File: src/rtl/core/fptr_mem.sv
// Generic simple dual-port RAM with one write port and one registered read port.
// Holds no reset; used for the key store and the frame store of the registry.
module fptr_mem #(
  parameter int WIDTH = 8,
  parameter int DEPTH = 2
) (
  input  logic                                         clk_i,
  input  logic                                         wr_en_i,
  input  logic [((DEPTH > 1) ? $clog2(DEPTH) : 1)-1:0] wr_addr_i,
  input  logic [WIDTH-1:0]                             wr_data_i,
  input  logic                                         rd_en_i,
  input  logic [((DEPTH > 1) ? $clog2(DEPTH) : 1)-1:0] rd_addr_i,
  output logic [WIDTH-1:0]                             rd_data_o
);

  logic [WIDTH-1:0] mem_q [DEPTH];

  always_ff @(posedge clk_i) begin
    if (wr_en_i) begin
      mem_q[wr_addr_i] <= wr_data_i;
    end
  end

  always_ff @(posedge clk_i) begin
    if (rd_en_i) begin
      rd_data_o <= mem_q[rd_addr_i];
    end
  end

endmodule

File: config.mk
export PLATFORM = sky130hd
export DESIGN_NAME = fptr_mem
export DESIGN_NICKNAME = d
export VERILOG_FILES = /design/src/rtl/core/fptr_mem.sv
export SDC_FILE = /design/constraint.sdc
export NUM_CORES = 1
export LEC_CHECK = 0
export ABC_AREA = 0
export BUFFER_PORTS_ARGS = -buffer_cell sky130_fd_sc_hd__clkbuf_2
export CORE_UTILIZATION = 45
export CTS_CLUSTER_DIAMETER = 30
export DETAILED_ROUTE_END_ITERATION = 6
export PLACE_DENSITY_LB_ADDON = 0.25
export REMOVE_ABC_BUFFERS = 1
export SLEW_MARGIN = 40
export SYNTH_ARGS = -nofsm -noshare
export SYNTH_HDL_FRONTEND = slang
export SYNTH_SLANG_ARGS = --single-unit
File: constraint.sdc
create_clock -name clk_i -period 0.9 [get_ports clk_i]
set_input_delay 0.135 -clock clk_i [delete_from_list [all_inputs] [get_ports clk_i]]
set_output_delay 0.135 -clock clk_i [all_outputs]
set_load 0.02 [all_outputs]
=== Word level (Yosys, flattened, before mapping) ===
Memory sizes are Yosys's and may differ from the RTL's. A register that Yosys moved wholly into a read port is not among the register bits.
Index checks and enable logic that the tools add are counted.

* Memories: 1
* Register bits after elaboration: 0
* Word-level logic and storage cells: 3
* RAM bits: 16
* Input bits: 13
* Output and inout bits: 8

{| class="wikitable"
|+ Memories
! name !! words !! width !! rd ports !! clocked after Yosys merged registers in !! wr ports !! line !! text
|-
| mem_q || 2 || 8 || 1 || 1 || 1 || 16 || <nowiki>logic [WIDTH-1:0] mem_q [DEPTH];</nowiki>
|}

* Multiplexer cells: 2

{| class="wikitable"
|+ Operators with widths
! cell !! count
|-
| $mux 1 || 2
|}

=== Logic depth before layout (Yosys ltp) ===
Gate-level depths: netlist (run 1).

* Depth in word-level cells: 2
* Gate-level depth with buffers: 2
* Mapped depth without buffers: 1

=== Worst setup path before layout (run 1) ===
OpenSTA, ideal clock, no wires.

* Path kind: input to register
* Start: in wr_en_i
* End: mem mem_q[0][0], enable pin
* Required time: 0.527 ns
* Path slack: -0.028 ns
* Stages: 1
* Buffers on the path: 0
* Setup time: 0.373 ns
* Arrival time: 0.555 ns
* Cells stage by stage: nor2b_1

* Cells in the longest elaborated chain, start to end: 2

{| class="wikitable"
|+ Ends and longest elaborated chain
! item !! line !! text
|-
| start: declaration || 8 || <nowiki>input logic wr_en_i,</nowiki>
|-
| $mux 1 || 19 || <nowiki>if (wr_en_i) begin</nowiki>
|-
| $mux 1 (implied by the code) || 20 || <nowiki>mem_q[wr_addr_i] <= wr_data_i;</nowiki>
|-
| end: declaration || 16 ||
|}

Every way passes these cells.

=== Worst setup path in the final report (run 1) ===
* Start: reg rd_data_o[7], read port of mem_q
* End: out rd_data_o[7]

{| class="wikitable"
|+ RTL lines
! item !! line !! text
|-
| start: declaration || 13 || <nowiki>output logic [WIDTH-1:0] rd_data_o</nowiki>
|}

No word-level cell between the ends.

==> results of run 1 <==
==> through the flow <==
step                area (sq um)  hold slack (ps)  setup TNS (ps)
finish                      1180             13.6            -669
global route                1180             4.73           -1060
CTS                         1060            0.688            -751
detailed placement          1010              330            -641
global placement            1010              324            -531
floorplan                    853              234            -228
==> layer usage <==
metal / up-vias / part of all wire, %
met5: - / 0
met4: 0 / 2.5
met3: 4 / 5.8
met2: 20 / 56
met1: 188 / 36
li1: 207 / -
==> logic make-up (layout without fill, tap and decap cells) <==
logic type | after synthesis | in the layout
buf+inv | 1 | 34
flops | 24 | 24
mux | 8 | 8
simple gates | 2 | 2
==> cell usage after synthesis, drive strengths merged <==
library cell	count
mux2	8
buf	1
and2	1
edfxtp	24
nor2b	1
==> final timing paths <==
| kind | endpoint | slack [ps] | cells after the start |
|---|---|---|---|
| max | rd_data_o[7] | -90 | 1 |
| min | mem_q[1][6] | 10 | 1 |
| max reg2reg | rd_data_o[1] | 0 | 1 |
| min reg2reg | rd_data_o[6] | 560 | 1 |
==> where the power goes <==
group	switching [mW]	internal [mW]	total (mW)
Clock	0.308	0.450	0.758
Sequential	0.0230	1.32	1.34
Combinational	0.0924	0.143	0.235
Total	0.424	1.91	2.34
==> state kept, by name, summed over array words and instances, names as in the netlist <==
register	count
rd_data_o	8
mem_q	16
==> timing repair <==
item	CTS	global route
resized for setup	0	24
hold buffers	0	7
setup buffers	0	0
hold endpoints to repair	0	14
gates cloned	0	0
endpoints found under the setup margin	10	11
==> layout make-up <==
| cell class | count | area (sq um) |
|---|---|---|
| repair buffers | 30 | 243 |
| clock buffers | 3 | 22.5 |
| well taps | 25 | 31.3 |
| flip-flops and latches | 24 | 721 |
| fillers | 114 | 584 |
| clock inverters | 1 | 30.0 |
| multi-input cells | 10 | 133 |
==> metrics.txt, run 1 <==
global-route wire length before repair around 1500 um; Cell Area, Synth between 800 and 900 sq um; layout cells sized above 1 51.5%; Cells after Synth 35; final setup vio count 9; most frequent cells in the layout 24 x edfxtp_1, 12 x clkbuf_2, 8 x mux2_4, 8 x buf_6, 7 x dlygate4sd3_1; vias in the first global route 369; max frequency between 1 and 1.5 GHz; WP data arrival 860 ps; pins over their slew limit 0; GRT Util Overall 10.7%; Syn Area/Cell around 25 sq um; initial core utilization between 40% and 50%; Slew headroom between 80% and 90%; fin nets between 80 and 90; failing checks negative setup slack; synth top area cells edfxtp_1 83%, mux2_4 14%, buf_6 1.3%; Clock Path Buffers 2; routing usage on met1 about a tenth; met3 Usage GRT 2.38%; initial antenna violation count 0; TritonCTS Buffers 3; CP cell instances buf_6; maximum vdd drop 1.27 mV; num rows 15; Worst setup startpoint rd_data_o[7]; Port Buf Inserts 20; Die ar. about 2100 sq um; Seq cells post-synth 24; most common cell after layout, fill and taps aside edfxtp_1; Worst Path Class, Setup flop to output pin; Least-Margin Pin Slew 269 ps; family with the most delay on the worst path flip-flops; Pwr Density 1980 nW/um^2; Core Area approximately 1800 sq um; WP buf/inv 1; largest family of logic cells by synthesized area multiplexers; GRT met2 Usage roughly a fifth; Final ANT Viol Nets 0; Synth area leader edfxtp_1; Root Driver clkbuf_4; later-pin clock latency in the skew report 310 ps; largest net degree at the start of global routing 15; routed vias/inst about 4.5; CTS tree done; TritonCTS Sinks 24; Core Util, Final between 60 and 70%; die width approximately 46 um; drt first pass iters 2; Max Cap Viol 0; die height around 46 um; RR Startpoint mem_q[0][1]; adder-cell share of the synthesized area 0%; nature of the critical path endpoint output pin; Leak 0.470 nW; global routing's busiest layer met2; final hold vios 0; Post-Synth Simple-Gate Area 1.45%; yosys warns 0; Yosys cell types 5; Synth-to-Final Area Change 36.5%; Worst Min Path Start wr_data_i[6]; outcome finished, violations left; DP Worst Slack -90.5 ps; Synth Area in Compound Gates 0%; Period minus WS final 991 ps; period utilization 110%; slowest CP cell edfxtp_1; ANT cells 0; post-synthesis mux area share between 10% and 20%; Post-Synth XOR/XNOR Area 0%; critical path startpoint category flop; CP max FO 1; Fin Clk Skew between 2 and 3 ps; Final Worst Setup Slack -90.7 ps; WP data required between 700 and 800 ps; worst hold path type primary input to flop; per-cell routed wire length 10.8 um; CP max stage delay just over 400 ps; RSZ-0062 raised after global routing yes; Vias ~420; Finished Layout Cells 93; Remaining DRCs 0; initial DRC count 8; routed wire length between 1000 and 1500 um; H-tree lvl count 1; RePlAce Congestion about 0.6; GRT Residual Overflow 0; CTS clk-pin slew, worst paths between 100 and 150 ps; post-synth top area share a little over four fifths; final total power roughly 2.3 mW; Ports 21; Seq/Total Area, Yosys a little over four fifths; Cell Count Post-Placement approximately 80
Power figures use the tool's default switching activity.
==> run 2: changes to the inputs <==
CORE_UTILIZATION = 48   (was 45)
CTS_BUF_LIST = sky130_fd_sc_hd__clkbuf_4   (was default)
==> run 2 against run 1 <==
The run still ends with negative setup slack left. Combinational power down 9.8%. Global-route usage grew 1.0 points. Count of clock-buffer cells in the layout is the same. Critical path type unchanged. Largest power group unchanged.
==> metrics.txt, run 2 (synthesis gave the netlist of run 1 again) <==
Fin Clk Skew between 2 and 2.5 ps; final setup vio count 8; most common cell after layout, fill and taps aside edfxtp_1; Leak approximately 0.42 nW; vias in the first global route between 300 and 400; Core Area between 1500 and 2000 sq um; pins over their slew limit 0; Pwr Density ~1900 nW/um^2; worst r2r path cells 1; Clock Path Buffers 2; max frequency 1.01 GHz; routed wire length 986 um; die height roughly 44 um; Slew headroom ~82%; slowest CP cell edfxtp_1; global-route wire length before repair around 1500 um; RSZ-0062 raised after global routing yes; H-tree lvl count 1; initial antenna violation count 0; Worst setup startpoint rd_data_o[5]; family with the most delay on the worst path flip-flops; Root Driver clkbuf_4; RePlAce Congestion ~0.6; Vias 384; sequential share of power 66.6%; die width between 40 and 50 um; routed vias/inst around 4.6; WP buf/inv 1; DP Area 1010 sq um; P_sw between 0.4 and 0.5 mW; num rows 14; Int Pwr 1.60 mW; largest net degree at the start of global routing 14; final total power 2.02 mW; CP max stage delay 400 ps; Clk pwr share a little under a quarter; GRT Residual Overflow 0; Final Worst Setup Slack -88.5 ps; period utilization 110%; fin nets 74; Remaining DRCs 0; critical path startpoint category flop; Worst Path Class, Setup flop to output pin; Stages on worst setup path 1; initial core utilization a little over half; Period minus WS final slightly below 1000 ps; GRT Util Overall roughly an eighth; Synth-to-Final Area Change 25.0%; Final ANT Viol Nets 0; Die ar. between 1500 and 2000 sq um; Largest register FFs 16; Logic pwr share 10.5%; later-pin clock latency in the skew report approximately 310 ps; drt first pass iters 3; WP data required between 700 and 800 ps; TritonCTS Buffers 3; Ports 21; maximum vdd drop between 1 and 1.5 mV; CTS tree done; post-CTS setup repair buffer count 0; Least-Margin Pin Slew about 260 ps; failing checks negative setup slack; setup_tns -657 ps; cell area after layout 1080 sq um; Biggest register mem_q; Worst Min Path Start wr_data_i[6]; ANT cells 0; Worst R2R End rd_data_o[1]; CP max FO 1; CTS clk-pin slew, worst paths 120 ps; Sw Ratio between 20% and 30%; most frequent cells in the layout 24 x edfxtp_1, 12 x clkbuf_2, 8 x mux2_4, 7 x buf_6, 3 x clkbuf_4; Max Cap Viol 0; Critical Path End rd_data_o[5]; WP data arrival around 850 ps; final hold vios 0; RR Startpoint mem_q[0][1]; R2R Setup Slk 10 ps; Port Buf Inserts 20; outcome finished, violations left; TritonCTS Sinks 24; initial DRC count 5; worst hold path type primary input to flop; CP cell instances buf_6; layout cells sized above 1 between 50% and 60%; per-cell routed wire length ~12 um; Largest regs mem_q x16, rd_data_o x8; nature of the critical path endpoint output pin
[run 2: cell count changes in the layout (fill, tap and decap cells not counted)]
cell,change
buf_12,+1
dlygate4sd3_1,-7
buf_6,-1
bufinv_16,-1
buf_4,-2
buf_2,+1
clkinv_1,+1
[run 2: power groups by stage]
stage	sequential, mW	clock (mW)	combinational, mW
4_1_cts	1.34	0.468	0.189
3_5_place_dp	1.36	0	0.188
3_3_place_gp	1.36	0	0.183
5_1_grt	1.35	0.506	0.226
6_report	1.34	0.462	0.212
2_1_floorplan	1.40	0	0.0648
[run 2: how the worst min path moves through the flow]
stage | to | slack (ps) | depth (start not counted)
6_report | mem_q[1][6] | 10 | 1
5_1_grt | mem_q[1][1] | 0.08 | 1
4_1_cts | mem_q[1][3] | 3 | 1
3_5_place_dp | mem_q[1][6] | 330 | 1
3_3_place_gp | mem_q[0][1] | 320 | 1
2_1_floorplan | mem_q[0][0] | 230 | 0
[run 2: repair_timing]
action | 4_1_cts | 5_1_grt
setup endpoints to repair | 10 | 13
hold buffers | 0 | 0
gates cloned | 0 | 0
gates resized for setup | 0 | 22
pin swaps | 0 | 0
[run 2: metal layers]
metal | vias up | track usage (%) | routed length [um]
met3 | 4 | 2.86 | 62
met4 | 0 | 10.9 | 27
li1 | 187 | - | -
met5 | - | 0 | 0
met1 | 172 | 11.8 | 390
met2 | 21 | 19.7 | 505
[run 2: layout make-up]
type	instances	area (sq um)
Clock inverter	1	3.75
Multi-Input combinational cell	10	133
Sequential cell	24	721
Tap cell	24	30.0
Clock buffer	3	22.5
Timing Repair Buffer	22	171
Fill cell	105	513
[run 2: metrics by stage]
step	util, %	std cells	setup WS (ps)	hold slack (ps)
4_1_cts	65.1	84	-102	2.96
3_3_place_gp	63.4	80	-60.8	323
6_report	67.8	84	-88.5	11.1
3_5_place_dp	63.4	80	-80.7	331
5_1_grt	67.8	84	-135	0.0837
2_1_floorplan	-	34	-28.4	234
