===== config.mk =====
export PLATFORM = sky130hd
export DESIGN_NAME = fptr_ctrl
export DESIGN_NICKNAME = d
export VERILOG_FILES = /design/src/rtl/core/fptr_pkg.sv /design/src/rtl/core/fptr_ctrl.sv
export SDC_FILE = /design/constraint.sdc
export NUM_CORES = 1
export LEC_CHECK = 0
export CAP_MARGIN = 25
export CORE_AREA = 2 2 169 171
export DETAILED_ROUTE_END_ITERATION = 8
export DIE_AREA = 0 0 171 173
export DONT_BUFFER_PORTS = 1
export PLACE_DENSITY = 0.6
export SYNTH_ARGS = -nofsm -noshare
export SYNTH_HDL_FRONTEND = slang
export SYNTH_SLANG_ARGS = --single-unit
export TNS_END_PERCENT = 30

===== constraint.sdc =====
create_clock -name clk_i -period 9.05 [get_ports clk_i]
set_input_delay 0 -clock clk_i [delete_from_list [all_inputs] [get_ports clk_i]]
set_output_delay 0 -clock clk_i [all_outputs]
set_load 0.01 [all_outputs]

===== src/rtl/core/fptr_pkg.sv =====
// Shared types, constants and helper functions for the forked page-table registry.
// Depends on nothing; fptr_ctrl and the top level import it.
package fptr_pkg;

  localparam int UPPER_DEPTH  = 64;
  localparam int MIDDLE_DEPTH = 64;
  localparam int LOWER_DEPTH  = 64;
  localparam int FRAME_BITS   = 40;

  localparam int MAX_DEPTH_UM = (UPPER_DEPTH > MIDDLE_DEPTH) ? UPPER_DEPTH : MIDDLE_DEPTH;
  localparam int MAX_DEPTH    = (MAX_DEPTH_UM > LOWER_DEPTH) ? MAX_DEPTH_UM : LOWER_DEPTH;
  localparam int TOTAL_DEPTH  = UPPER_DEPTH + MIDDLE_DEPTH + LOWER_DEPTH;
  localparam int UPPER_BASE   = 0;
  localparam int MIDDLE_BASE  = UPPER_DEPTH;
  localparam int LOWER_BASE   = UPPER_DEPTH + MIDDLE_DEPTH;

  localparam int ADDR_W     = (TOTAL_DEPTH > 1) ? $clog2(TOTAL_DEPTH) : 1;
  localparam int CNT_W      = $clog2(MAX_DEPTH + 1);
  localparam int SLOT_W     = (MAX_DEPTH > 1) ? $clog2(MAX_DEPTH) : 1;
  localparam int IDX_W      = 9;
  localparam int KEY_W      = 3 * IDX_W;
  localparam int OUT_FRAME_W = 40;
  localparam int OUT_SLOT_W = 6;
  localparam int PAIR_W     = 2 * FRAME_BITS;

  localparam logic       ACT_LOOKUP   = 1'b0;
  localparam logic       ACT_REGISTER = 1'b1;

  localparam logic [1:0] LEVEL_UPPER  = 2'd0;
  localparam logic [1:0] LEVEL_MIDDLE = 2'd1;
  localparam logic [1:0] LEVEL_LOWER  = 2'd2;

  localparam logic [1:0] ST_OK   = 2'd0;
  localparam logic [1:0] ST_MISS = 2'd1;
  localparam logic [1:0] ST_FULL = 2'd2;

  typedef enum logic [1:0] {
    FSM_IDLE,
    FSM_SCAN,
    FSM_DONE
  } fsm_e;

  typedef struct packed {
    logic                   action;
    logic [1:0]             level;
    logic [IDX_W-1:0]       top_index;
    logic [IDX_W-1:0]       second_index;
    logic [IDX_W-1:0]       third_index;
    logic [OUT_FRAME_W-1:0] new_forked_frame;
    logic [OUT_FRAME_W-1:0] new_original_frame;
  } in_word_t;

  typedef struct packed {
    logic [1:0]             status;
    logic [OUT_SLOT_W-1:0]  slot;
    logic [OUT_FRAME_W-1:0] forked_frame;
    logic [OUT_FRAME_W-1:0] original_frame;
  } out_word_t;

  function automatic logic level_ok(input logic [1:0] level);
    return (level == LEVEL_UPPER) || (level == LEVEL_MIDDLE) || (level == LEVEL_LOWER);
  endfunction

  function automatic logic [CNT_W-1:0] depth_of(input logic [1:0] level);
    logic [CNT_W-1:0] d;
    case (level)
      LEVEL_UPPER:  d = CNT_W'(UPPER_DEPTH);
      LEVEL_MIDDLE: d = CNT_W'(MIDDLE_DEPTH);
      LEVEL_LOWER:  d = CNT_W'(LOWER_DEPTH);
      default:      d = '0;
    endcase
    return d;
  endfunction

  function automatic logic [ADDR_W-1:0] base_of(input logic [1:0] level);
    logic [ADDR_W-1:0] b;
    case (level)
      LEVEL_MIDDLE: b = ADDR_W'(MIDDLE_BASE);
      LEVEL_LOWER:  b = ADDR_W'(LOWER_BASE);
      default:      b = ADDR_W'(UPPER_BASE);
    endcase
    return b;
  endfunction

  function automatic logic [KEY_W-1:0] key_of(input in_word_t w);
    logic [KEY_W-1:0] k;
    case (w.level)
      LEVEL_LOWER:  k = {w.top_index, w.second_index, w.third_index};
      LEVEL_MIDDLE: k = {{IDX_W{1'b0}}, w.top_index, w.second_index};
      default:      k = {{(2 * IDX_W){1'b0}}, w.top_index};
    endcase
    return k;
  endfunction

  function automatic logic [FRAME_BITS-1:0] frame_in(input logic [OUT_FRAME_W-1:0] f);
    logic [FRAME_BITS+OUT_FRAME_W-1:0] t;
    t = {{FRAME_BITS{1'b0}}, f};
    return t[FRAME_BITS-1:0];
  endfunction

  function automatic logic [OUT_FRAME_W-1:0] frame_out(input logic [FRAME_BITS-1:0] f);
    logic [FRAME_BITS+OUT_FRAME_W-1:0] t;
    t = {{OUT_FRAME_W{1'b0}}, f};
    return t[OUT_FRAME_W-1:0];
  endfunction

  function automatic logic [OUT_SLOT_W-1:0] slot_out(input logic [SLOT_W-1:0] s);
    logic [SLOT_W+OUT_SLOT_W-1:0] t;
    t = {{OUT_SLOT_W{1'b0}}, s};
    return t[OUT_SLOT_W-1:0];
  endfunction

endpackage


===== src/rtl/core/fptr_ctrl.sv =====
// Sequencer of the registry: appends entries, scans a table one slot per cycle,
// and holds the result word. Depends on fptr_pkg and drives the two fptr_mem stores.
module fptr_ctrl import fptr_pkg::*; (
  input  logic              clk_i,
  input  logic              rst_ni,
  input  logic              in_valid_i,
  output logic              in_stall_o,
  input  in_word_t          in_word_i,
  output logic              out_valid_o,
  input  logic              out_stall_i,
  output out_word_t         out_word_o,
  output logic              wr_en_o,
  output logic [ADDR_W-1:0] wr_addr_o,
  output logic [KEY_W-1:0]  wr_key_o,
  output logic [PAIR_W-1:0] wr_pair_o,
  output logic              rd_en_o,
  output logic [ADDR_W-1:0] rd_addr_o,
  input  logic [KEY_W-1:0]  rd_key_i,
  input  logic [PAIR_W-1:0] rd_pair_i
);

  fsm_e              state_q, state_d;
  logic [CNT_W-1:0]  cnt_q [3];
  logic [CNT_W-1:0]  cnt_d [3];
  logic [KEY_W-1:0]  key_q, key_d;
  logic [1:0]        lvl_q, lvl_d;
  logic [CNT_W-1:0]  idx_q, idx_d;
  logic [CNT_W-1:0]  lim_q, lim_d;
  logic              pend_q, pend_d;
  logic [SLOT_W-1:0] cmp_q, cmp_d;
  out_word_t         res_q, res_d;
  out_word_t         out_q, out_d;
  logic              out_valid_q, out_valid_d;

  logic              accept;
  logic              ok;
  logic [CNT_W-1:0]  cnt_sel;
  logic              hit;
  logic              last;
  logic              load;
  logic [FRAME_BITS-1:0] new_fork;
  logic [FRAME_BITS-1:0] new_orig;

  assign accept   = (state_q == FSM_IDLE) && in_valid_i;
  assign ok       = level_ok(in_word_i.level);
  assign new_fork = frame_in(in_word_i.new_forked_frame);
  assign new_orig = frame_in(in_word_i.new_original_frame);
  assign hit      = pend_q && (rd_key_i == key_q);
  assign last     = pend_q && ((CNT_W'(cmp_q) + CNT_W'(1)) == lim_q);
  assign load     = (state_q == FSM_DONE) && (!out_valid_q || !out_stall_i);

  always_comb begin
    case (in_word_i.level)
      LEVEL_UPPER:  cnt_sel = cnt_q[0];
      LEVEL_MIDDLE: cnt_sel = cnt_q[1];
      LEVEL_LOWER:  cnt_sel = cnt_q[2];
      default:      cnt_sel = '0;
    endcase
  end

  always_comb begin
    state_d = state_q;
    case (state_q)
      FSM_IDLE: begin
        if (in_valid_i) begin
          if ((in_word_i.action == ACT_LOOKUP) && ok && (cnt_sel != '0)) begin
            state_d = FSM_SCAN;
          end else begin
            state_d = FSM_DONE;
          end
        end
      end
      FSM_SCAN: begin
        if (hit || last) begin
          state_d = FSM_DONE;
        end
      end
      FSM_DONE: begin
        if (load) begin
          state_d = FSM_IDLE;
        end
      end
      default: state_d = FSM_IDLE;
    endcase
  end

  always_comb begin
    cnt_d       = cnt_q;
    key_d       = key_q;
    lvl_d       = lvl_q;
    idx_d       = idx_q;
    lim_d       = lim_q;
    pend_d      = 1'b0;
    cmp_d       = cmp_q;
    res_d       = res_q;
    out_d       = out_q;
    out_valid_d = out_valid_q;
    wr_en_o     = 1'b0;
    wr_addr_o   = base_of(in_word_i.level) + ADDR_W'(cnt_sel);
    wr_key_o    = key_of(in_word_i);
    wr_pair_o   = {new_fork, new_orig};
    rd_en_o     = 1'b0;
    rd_addr_o   = base_of(lvl_q) + ADDR_W'(idx_q);

    case (state_q)
      FSM_IDLE: begin
        if (accept) begin
          key_d = key_of(in_word_i);
          lvl_d = in_word_i.level;
          idx_d = '0;
          lim_d = cnt_sel;
          if (in_word_i.action == ACT_REGISTER) begin
            if (ok && (cnt_sel < depth_of(in_word_i.level))) begin
              wr_en_o = 1'b1;
              res_d   = '{status: ST_OK, slot: slot_out(SLOT_W'(cnt_sel)),
                          forked_frame: frame_out(new_fork),
                          original_frame: frame_out(new_orig)};
              case (in_word_i.level)
                LEVEL_UPPER:  cnt_d[0] = cnt_sel + CNT_W'(1);
                LEVEL_MIDDLE: cnt_d[1] = cnt_sel + CNT_W'(1);
                LEVEL_LOWER:  cnt_d[2] = cnt_sel + CNT_W'(1);
                default:      cnt_d = cnt_q;
              endcase
            end else begin
              res_d = '{status: ST_FULL, default: '0};
            end
          end else begin
            res_d = '{status: ST_MISS, default: '0};
          end
        end
      end
      FSM_SCAN: begin
        if (idx_q < lim_q) begin
          rd_en_o = 1'b1;
          idx_d   = idx_q + CNT_W'(1);
          pend_d  = !hit;
          cmp_d   = SLOT_W'(idx_q);
        end
        if (hit) begin
          res_d = '{status: ST_OK, slot: slot_out(cmp_q),
                    forked_frame: frame_out(rd_pair_i[PAIR_W-1:FRAME_BITS]),
                    original_frame: frame_out(rd_pair_i[FRAME_BITS-1:0])};
        end
      end
      default: ;
    endcase

    if (!out_valid_q || !out_stall_i) begin
      out_valid_d = load;
      if (load) begin
        out_d = res_q;
      end
    end
  end

  always_ff @(posedge clk_i or negedge rst_ni) begin
    if (!rst_ni) begin
      state_q     <= FSM_IDLE;
      cnt_q       <= '{default: '0};
      pend_q      <= 1'b0;
      out_valid_q <= 1'b0;
    end else begin
      state_q     <= state_d;
      cnt_q       <= cnt_d;
      pend_q      <= pend_d;
      out_valid_q <= out_valid_d;
    end
  end

  always_ff @(posedge clk_i) begin
    key_q <= key_d;
    lvl_q <= lvl_d;
    idx_q <= idx_d;
    lim_q <= lim_d;
    cmp_q <= cmp_d;
    res_q <= res_d;
    out_q <= out_d;
  end

  assign in_stall_o  = (state_q != FSM_IDLE);
  assign out_valid_o = out_valid_q;
  assign out_word_o  = out_q;

endmodule


## Word-level counts from Yosys, hierarchy flattened

Index checks and enable logic that the tools add are counted.

- Flip-flop bits (word level): 250
- Bits in latches: 0
- Memory bits (writable): 0
- Memory bits (read-only): 0
- Input port bits: 221
- Output and inout port bits: 215
- Logic and storage cells: 99
- Memories kept: 0

- $add $sub $neg: 5
- Multiply operators: 0
- Divide/modulo/power cells: 0
- Order comparisons: 2
- Eq/ne operators: 14
- Shift-type cells: 0
- Muxes and demuxes: 29
- Bitwise gates (word level): 1
- Reductions and logical operators: 29

Operators by type and width:

| operator | number |
|---|---|
| 88-bit two-way mux | 4 |
| 88-bit case mux with 2 select lines | 1 |
| 27-bit case mux with 2 select lines | 1 |
| 7-bit two-way mux | 6 |
| 8-bit case mux with 2 select lines | 2 |
| 27-bit == test | 1 |
| 7-bit case mux with 3 select lines | 1 |
| 8-bit by 7-bit adder with 8-bit output | 2 |
| 5-bit AND reduction | 3 |
| 7-bit by 1-bit adder with 7-bit output, second input constant | 2 |
| 7-bit < comparator | 2 |
| 7-bit case mux with 2 select lines | 1 |
| 2-bit inequality test, second input constant | 6 |
| 3-bit AND reduction | 3 |
| 1-bit two-way mux | 8 |
| 2-bit two-way mux | 4 |
| 6-bit by 1-bit adder with 7-bit output, second input constant | 1 |
| 7-bit == test | 1 |
| 1-bit logical AND | 7 |
| 7-bit nonzero test | 1 |
| 2-bit by 1-bit == test with 1-bit output, second input constant | 3 |
| 2-bit == test, second input constant | 3 |
| 2-bit case mux with 3 select lines | 1 |
| 2-bit AND reduction | 3 |
| 6 further kinds | 13 |

## Longest topological paths before layout

Gate-level depths: netlist of run 1.

- Word-level depth: 12
- Mapped depth: 11

## Least setup slack after synthesis of run 1

Ideal clock, no wire load.

- Kind: reg-to-reg
- From: reg key_q[19]
- To: reg res_q[0] (netlist bit), enable pin
- Data arrival time: 7.217 ns
- Required time: 8.394 ns
- Setup slack: 1.177 ns
- Stages on the path, launching flop included: 6
- Path through: edfxtp_1 > xnor2_1 > nand4_1 > nor4_1 > nand4_1 > o21ai_0

- Longest elaborated chain between the ends: 4

RTL lines:

| element | RTL line | RTL |
|---|---|---|
| start: declaration | fptr_ctrl.sv:25 | `logic [KEY_W-1:0] key_q, key_d;` |
| start signal: assignment | fptr_ctrl.sv:171 | `key_q <= key_d;` |
| 27-bit == test | fptr_ctrl.sv:48 | `assign hit = pend_q && (rd_key_i == key_q);` |
| 1-bit logical AND | fptr_ctrl.sv:48 |  |
| 2-bit inequality test (no source line) | -- |  |
| 3-bit AND reduction (no source line) | -- |  |
| end signal: assignment | fptr_ctrl.sv:176 | `res_q <= res_d;` |
| end: declaration | fptr_ctrl.sv:31 | `out_word_t res_q, res_d;` |

Every way passes these cells.
A chain may end at the register's enable or synchronous reset.

==> results of run 1 <==
## final cells by class
cell class                 instances  area, um^2
tap                              378         473
clock buffer                      35         748
inverter                          13        48.8
multi-input combinational        332        2540
antenna                           11        27.5
clock inverter                    16         139
fill                            2338       14100
sequential                       250        7380
timing repair buffer             209        2130
## cells in the mapped netlist, drive strengths merged, types with 4 or more instances
cell	number
and3	4
mux2	13
nor2	28
and2	10
o21bai	4
dfrtp	25
inv	13
a22oi	18
ha	18
nand4	6
nor4	6
nand2	21
clkbuf	18
xnor2	24
buf	107
a222oi	7
nand2b	4
xor2	23
nand3	9
o21ai	15
a21oi	15
edfxtp	225
nor2b	12
a22o	82
## stage by stage
stage | std cells | hold slack, ns | area, um^2
after floorplan | 720 | -0.296 | 10800
after global placement | 978 | -0.294 | 10500
after detailed placement | 979 | -0.295 | 10500
after CTS | 1231 | 0.0000768 | 13400
after global routing | 1239 | 0.0000321 | 13500
final | 1244 | 0.0000138 | 13500
## path summary, 6_finish.rpt
check | startpoint | slack [ns] | endpoint
worst min-delay path | in_word_i[9] | 0.00001 | wr_pair_o[9]
worst max register to register | cnt_q[6]$_DFFE_PN0P_ | 5.68 | res_q[30]$_DFFE_PP_
min in group asynchronous | rst_ni | 0.54 | pend_q$_DFF_PN0_
max in group asynchronous | rst_ni | 8.35 | cnt_q[10]$_DFFE_PN0P_
worst max-delay path | cnt_q[6]$_DFFE_PN0P_ | 5.68 | res_q[30]$_DFFE_PP_
worst min register to register | res_q[74]$_DFFE_PP_ | 0.41 | out_word_o[74]$_DFFE_PP_
## critical path: stages, from the launching register on
cell and delay (ns):
dfrtp_1 0.37, a222oi_1 0.51, and2b_1 0.28, and3_2 0.51, buf_4 0.63, a22o_1 0.27, dlygate4sd3_1 0.63
## kinds of logic after synthesis
family | count (synthesis)
XOR/XNOR | 47
flip-flops | 250
buffers and inverters | 138
multiplexers | 13
adder cells (fa/ha/maj) | 18
AND/OR/NAND/NOR | 105
AO/OA/AOI/OAI | 149
## power groups by stage
| stage | combinational (mW) | clock, mW | sequential, mW |
|---|---|---|---|
| floorplan | 0.420 | 0 | 1.93 |
| global placement | 0.470 | 0 | 1.95 |
| detailed placement | 0.490 | 0 | 1.97 |
| CTS | 0.628 | 1.11 | 1.94 |
| global route | 0.699 | 1.17 | 1.97 |
| finish | 0.638 | 1.09 | 1.94 |
## metal layers
| metal | global-route usage | routed length [um] |
|---|---|---|
| met1 | 0.220 | 11200 |
| met2 | 0.332 | 14800 |
| met3 | 0.0742 | 3340 |
| met4 | 0.0653 | 927 |
| met5 | 0 | 43 |
## flip-flops by register name (all words and copies together), names as in the netlist, 2 cells and up
signal,flops
cmp_q,6
idx_q,7
cnt_q,21
out_word_o,88
res_q,88
lvl_q,2
state_q,2
key_q,27
lim_q,7
==> results.json, run 1 <==
{
  "synth_area_um2": 10800,
  "synth_cell_types": 43,
  "cts_made_buffers": 28,
  "whs_path_depth": 0,
  "netSwitchingFraction": 0.287,
  "report.final.slew_viol_count": 0,
  "synth_compound_area_frac": 0.108,
  "internal_power_mw": 2.62,
  "clk_pin_slew_ns": 0.06,
  "finalSetupTns_ns": 0,
  "worst_pin_slew_ns": 1.03,
  "routedWlPerCell_um": 24.4,
  "startpoint_type": "register",
  "hold_violations": 0,
  "cts_setup_buffers": 0,
  "post-route-util": 0.488,
  "status": "finished, final reports clean",
  "hpwl_mm": 19.6,
  "num_io_pins": 436,
  "power_density_nw_per_um2": 272,
  "coreArea_um2": 27600,
  "post-place-ws_ns": 5.66,
  "h-tree-depth": 1,
  "dieArea_um2": 29600,
  "period_minus_slack_ns": 3.37,
  "synthCells": 720,
  "skew_ns": 0.0143,
  "clockPowerShare": 0.297,
  "worstPathRequired_ns": 9.43,
  "synth_ff_type": "edfxtp_1",
  "grt.overflow.total": 0,
  "syn2layout_area_growth_pct": 24.6,
  "slew_headroom": 0.312,
  "die_y_um": 173,
  "antenna_left": 0,
  "final_common_cell": "edfxtp_1",
  "cts_resized": 0,
  "hold_path.class": "in -> out",
  "grt_usage": 0.194,
  "route.detailed.drc": 0,
  "async_flop_share": 0.100,
  "ys_warn_count": 0,
  "num_vias": 6662,
  "fin_nets": 1073,
  "cts_tree": "yes",
  "syn-num-nets": 959,
  "cts_hold_buf": 201,
  "grt_pass1_vias": 6909,
  "yosysTopAreaCell": "edfxtp_1",
  "grt_pass1_wl_mm": 43.0,
  "reg2regPathDepth": 6,
  "clock-root-buffer": "clkbuf_16",
  "synthSimpleGateAreaFrac": 0.0513,
  "rows": 61,
  "finalCritPeriodShare": 0.373,
  "first_iter_violations": 547,
  "routed_wl_mm": 30.4,
  "ys_seq_area_frac": 0.682,
  "setup_slack_ns": 5.68,
  "ys_seq_elements": 250,
  "cp-end-kind": "register",
  "synth_top_family_by_area": "compound AO/OA/AOI/OAI gates",
  "yosysTopAreaCellShare": 0.624,
  "dieWidth_um": 171,
  "synth_edf_count": 225,
  "post_synth_xor_area_fraction": 0.0380,
  "irDropWorstVdd_mv": 0.122,
  "final-setup-viol-count": 0,
  "cellLeakagePower_nw": 5.11,
  "portBuffers": 0,
  "maxCapViolCount": 0,
  "power_mw": 3.67,
  "p_sw_mw": 1.05,
  "synth_area_leaders": "edfxtp_1 62%, buf_4 6.9%, a22o_1 6.6%",
  "grt_max_degree": 90,
  "seq_power_share": 0.529,
  "combPwrFrac": 0.174,
  "clockBufferDepth": 3,
  "cp.arrival_ns": 3.75,
  "drive_gt1_frac": 0.0854,
  "first_pass_iters": 7,
  "start_util": 0.392,
  "synthMuxAreaShare": 0.0135,
  "cp_max_fo": 62,
  "clock_sinks": 250,
  "max_freq_mhz": 297,
  "synthAdderAreaFrac": 0.0208,
  "crit_type": "reg -> reg",
  "rsz0062_at_grt": "no",
  "layout_common_cells": "225 x edfxtp_1, 199 x dlygate4sd3_1, 82 x a22o_1",
  "insertion_delay_ns": 0.54,
  "antenna_found_initial": 12,
  "viasPerCell": 5.36,
  "place_congestion": 0.850,
  "syn-mean-instance-area_um2": 15.0
}
No activity file was read; power rests on OpenSTA's default activity.
==> inputs of run 2 (changes only) <==
- clock period: 9.05 -> 3.33 ns (I/O delays scaled with it)
==> run 2 against run 1 <==
The run now ends with hold timing left. First-iteration DRC count grew 13%. Clock power grew to 2.8 times the previous value. Sequential power rose to 2.7 times the previous value. Total power grew to 2.8 times the previous value. Cell count unchanged. Largest power group unchanged. Worst setup slack worse by 5.3 ns. Non-clock buffer count grew 2. Flip-flop and latch count is the same.
==> results.json, run 2 (synthesis gave the netlist of run 1 again) <==
{
  "rows": 61,
  "post_dp_cell_area_um2": 10600,
  "place_congestion": 0.868,
  "post-route-util": 0.489,
  "clock-root-buffer": "clkbuf_16",
  "start_util": 0.392,
  "status": "finished with violations",
  "cp-end-kind": "register",
  "rsz0062_at_grt": "no",
  "finalNonFillerCells": 1244,
  "place_inst": 983,
  "worstPathRequired_ns": 3.73,
  "grt.overflow.total": 0,
  "num_vias": 6692,
  "syn2layout_area_growth_pct": 24.9,
  "rrSetupSlack_ns": 0.36,
  "setup_slack_ns": 0.360,
  "grt_pass1_wl_mm": 44.6,
  "portBuffers": 0,
  "fin_nets": 1074,
  "grt_max_degree": 89,
  "fill_cells": 2309,
  "power_density_nw_per_um2": 748,
  "layout_common_cells": "225 x edfxtp_1, 199 x dlygate4sd3_1, 82 x a22o_1",
  "cts_tree": "yes",
  "die_y_um": 173,
  "max_freq_mhz": 337,
  "grt_usage": 0.200,
  "coreArea_um2": 27600,
  "viasPerCell": 5.38,
  "cp.arrival_ns": 3.37,
  "route.detailed.drc": 0,
  "irDropWorstVdd_mv": 0.391,
  "period_minus_slack_ns": 2.97,
  "antenna_left": 0,
  "cts_setup_buffers": 0,
  "routed_wl_mm": 31.2,
  "first_iter_violations": 616,
  "hold_path.class": "in -> reg",
  "dieArea_um2": 29600,
  "routedWlPerCell_um": 25.1,
  "skew_ns": 0.0133,
  "final-setup-viol-count": 0,
  "clk_pin_slew_ns": 0.07,
  "finalCritPeriodShare": 0.892,
  "worst_pin_slew_ns": 0.954,
  "report.final.slew_viol_count": 0,
  "first_pass_iters": 5,
  "reg2regPathDepth": 6,
  "whs_ns": -0.0165,
  "grt_pass1_vias": 6846,
  "hpwl_mm": 19.6,
  "final_area_um2": 13500,
  "failed_checks": "hold timing",
  "final_common_cell": "edfxtp_1",
  "dieWidth_um": 171,
  "post-place-ws_ns": 0.900,
  "clock_sinks": 250,
  "num_io_pins": 436,
  "drive_gt1_frac": 0.0902,
  "cts_made_buffers": 27,
  "cellLeakagePower_nw": 5.12,
  "h-tree-depth": 1,
  "hold_violations": 1,
  "slew_headroom": 0.362,
  "maxCapViolCount": 0,
  "insertion_delay_ns": 0.53,
  "cp_max_fo": 82,
  "antenna_found_initial": 16,
  "clockBufferDepth": 3,
  "startpoint_type": "register",
  "crit_type": "reg -> reg",
  "whs_path_depth": 2
}
run 2: cell types whose count changed in the layout (fill, tap and decap cells not counted), sizes merged:
cell / change
diode: +1
inv: +2
clkinv: -5
clkbuf: -5
bufinv: +2
clkinvlp: +3
buf: +2
run 2: cell type report:
cell class	instances	area, um^2	share of cell area
repair buffers	211	2140	0.159
flip-flops and latches	250	7380	0.546
clock inverters	18	219	0.0162
well taps	378	473	0.0350
diodes	12	30.0	0.00222
clock buffers	30	687	0.0508
inverters	13	48.8	0.00361
multi-input cells	332	2540	0.188
run 2: stage by stage:
step	power [mW]	hold slack, ns	TNS (ns)
after CTS	10.1	0.0000774	0
after global routing	10.6	0.0000677	0
after global placement	6.61	-0.295	0
after floorplan	6.30	-0.296	-5.51
final	10.1	-0.0165	0
after detailed placement	6.71	-0.295	0
run 2: final timing paths:
kind	start	to
worst max-delay path	cnt_q[6]$_DFFE_PN0P_	res_q[37]$_DFFE_PP_
worst min-delay path	in_word_i[94]	key_q[14]$_DFFE_PP_
worst max register to register	cnt_q[6]$_DFFE_PN0P_	res_q[37]$_DFFE_PP_
worst min register to register	res_q[68]$_DFFE_PP_	out_word_o[68]$_DFFE_PP_
max in group asynchronous	rst_ni	cnt_q[18]$_DFFE_PN0P_
min in group asynchronous	rst_ni	cnt_q[15]$_DFFE_PN0P_
run 2: routing by layer:
metal  vias to the layer above  GRT usage  share of wire  routed length [um]
li1                       2881          -              -                   -
met1                      3380      0.234           0.37               11700
met2                       371      0.348           0.50               15700
met3                        60     0.0728           0.10                3180
met4                         0     0.0501          0.022                 699
met5                         -          0              0                   0
run 2: critical path, cell delays in order, from the launching register on:
cell,delay (ns)
dfrtp_1,0.38
a222oi_1,0.47
and2b_1,0.23
and3_2,0.18
buf_4,0.69
a22o_1,0.28
dlygate4sd3_1,0.57
run 2: what timing repair did:
| item | CTS | global route |
|---|---|---|
| hold endpoints to repair | 215 | 0 |
| hold buffers | 201 | 0 |
| gates resized for setup | 0 | 0 |
run 2: power breakdown:
group	total, mW	switching [mW]	internal (mW)
combinational	1.77	1.02	0.747
sequential	5.28	0.635	4.65
clock	3.07	1.26	1.81
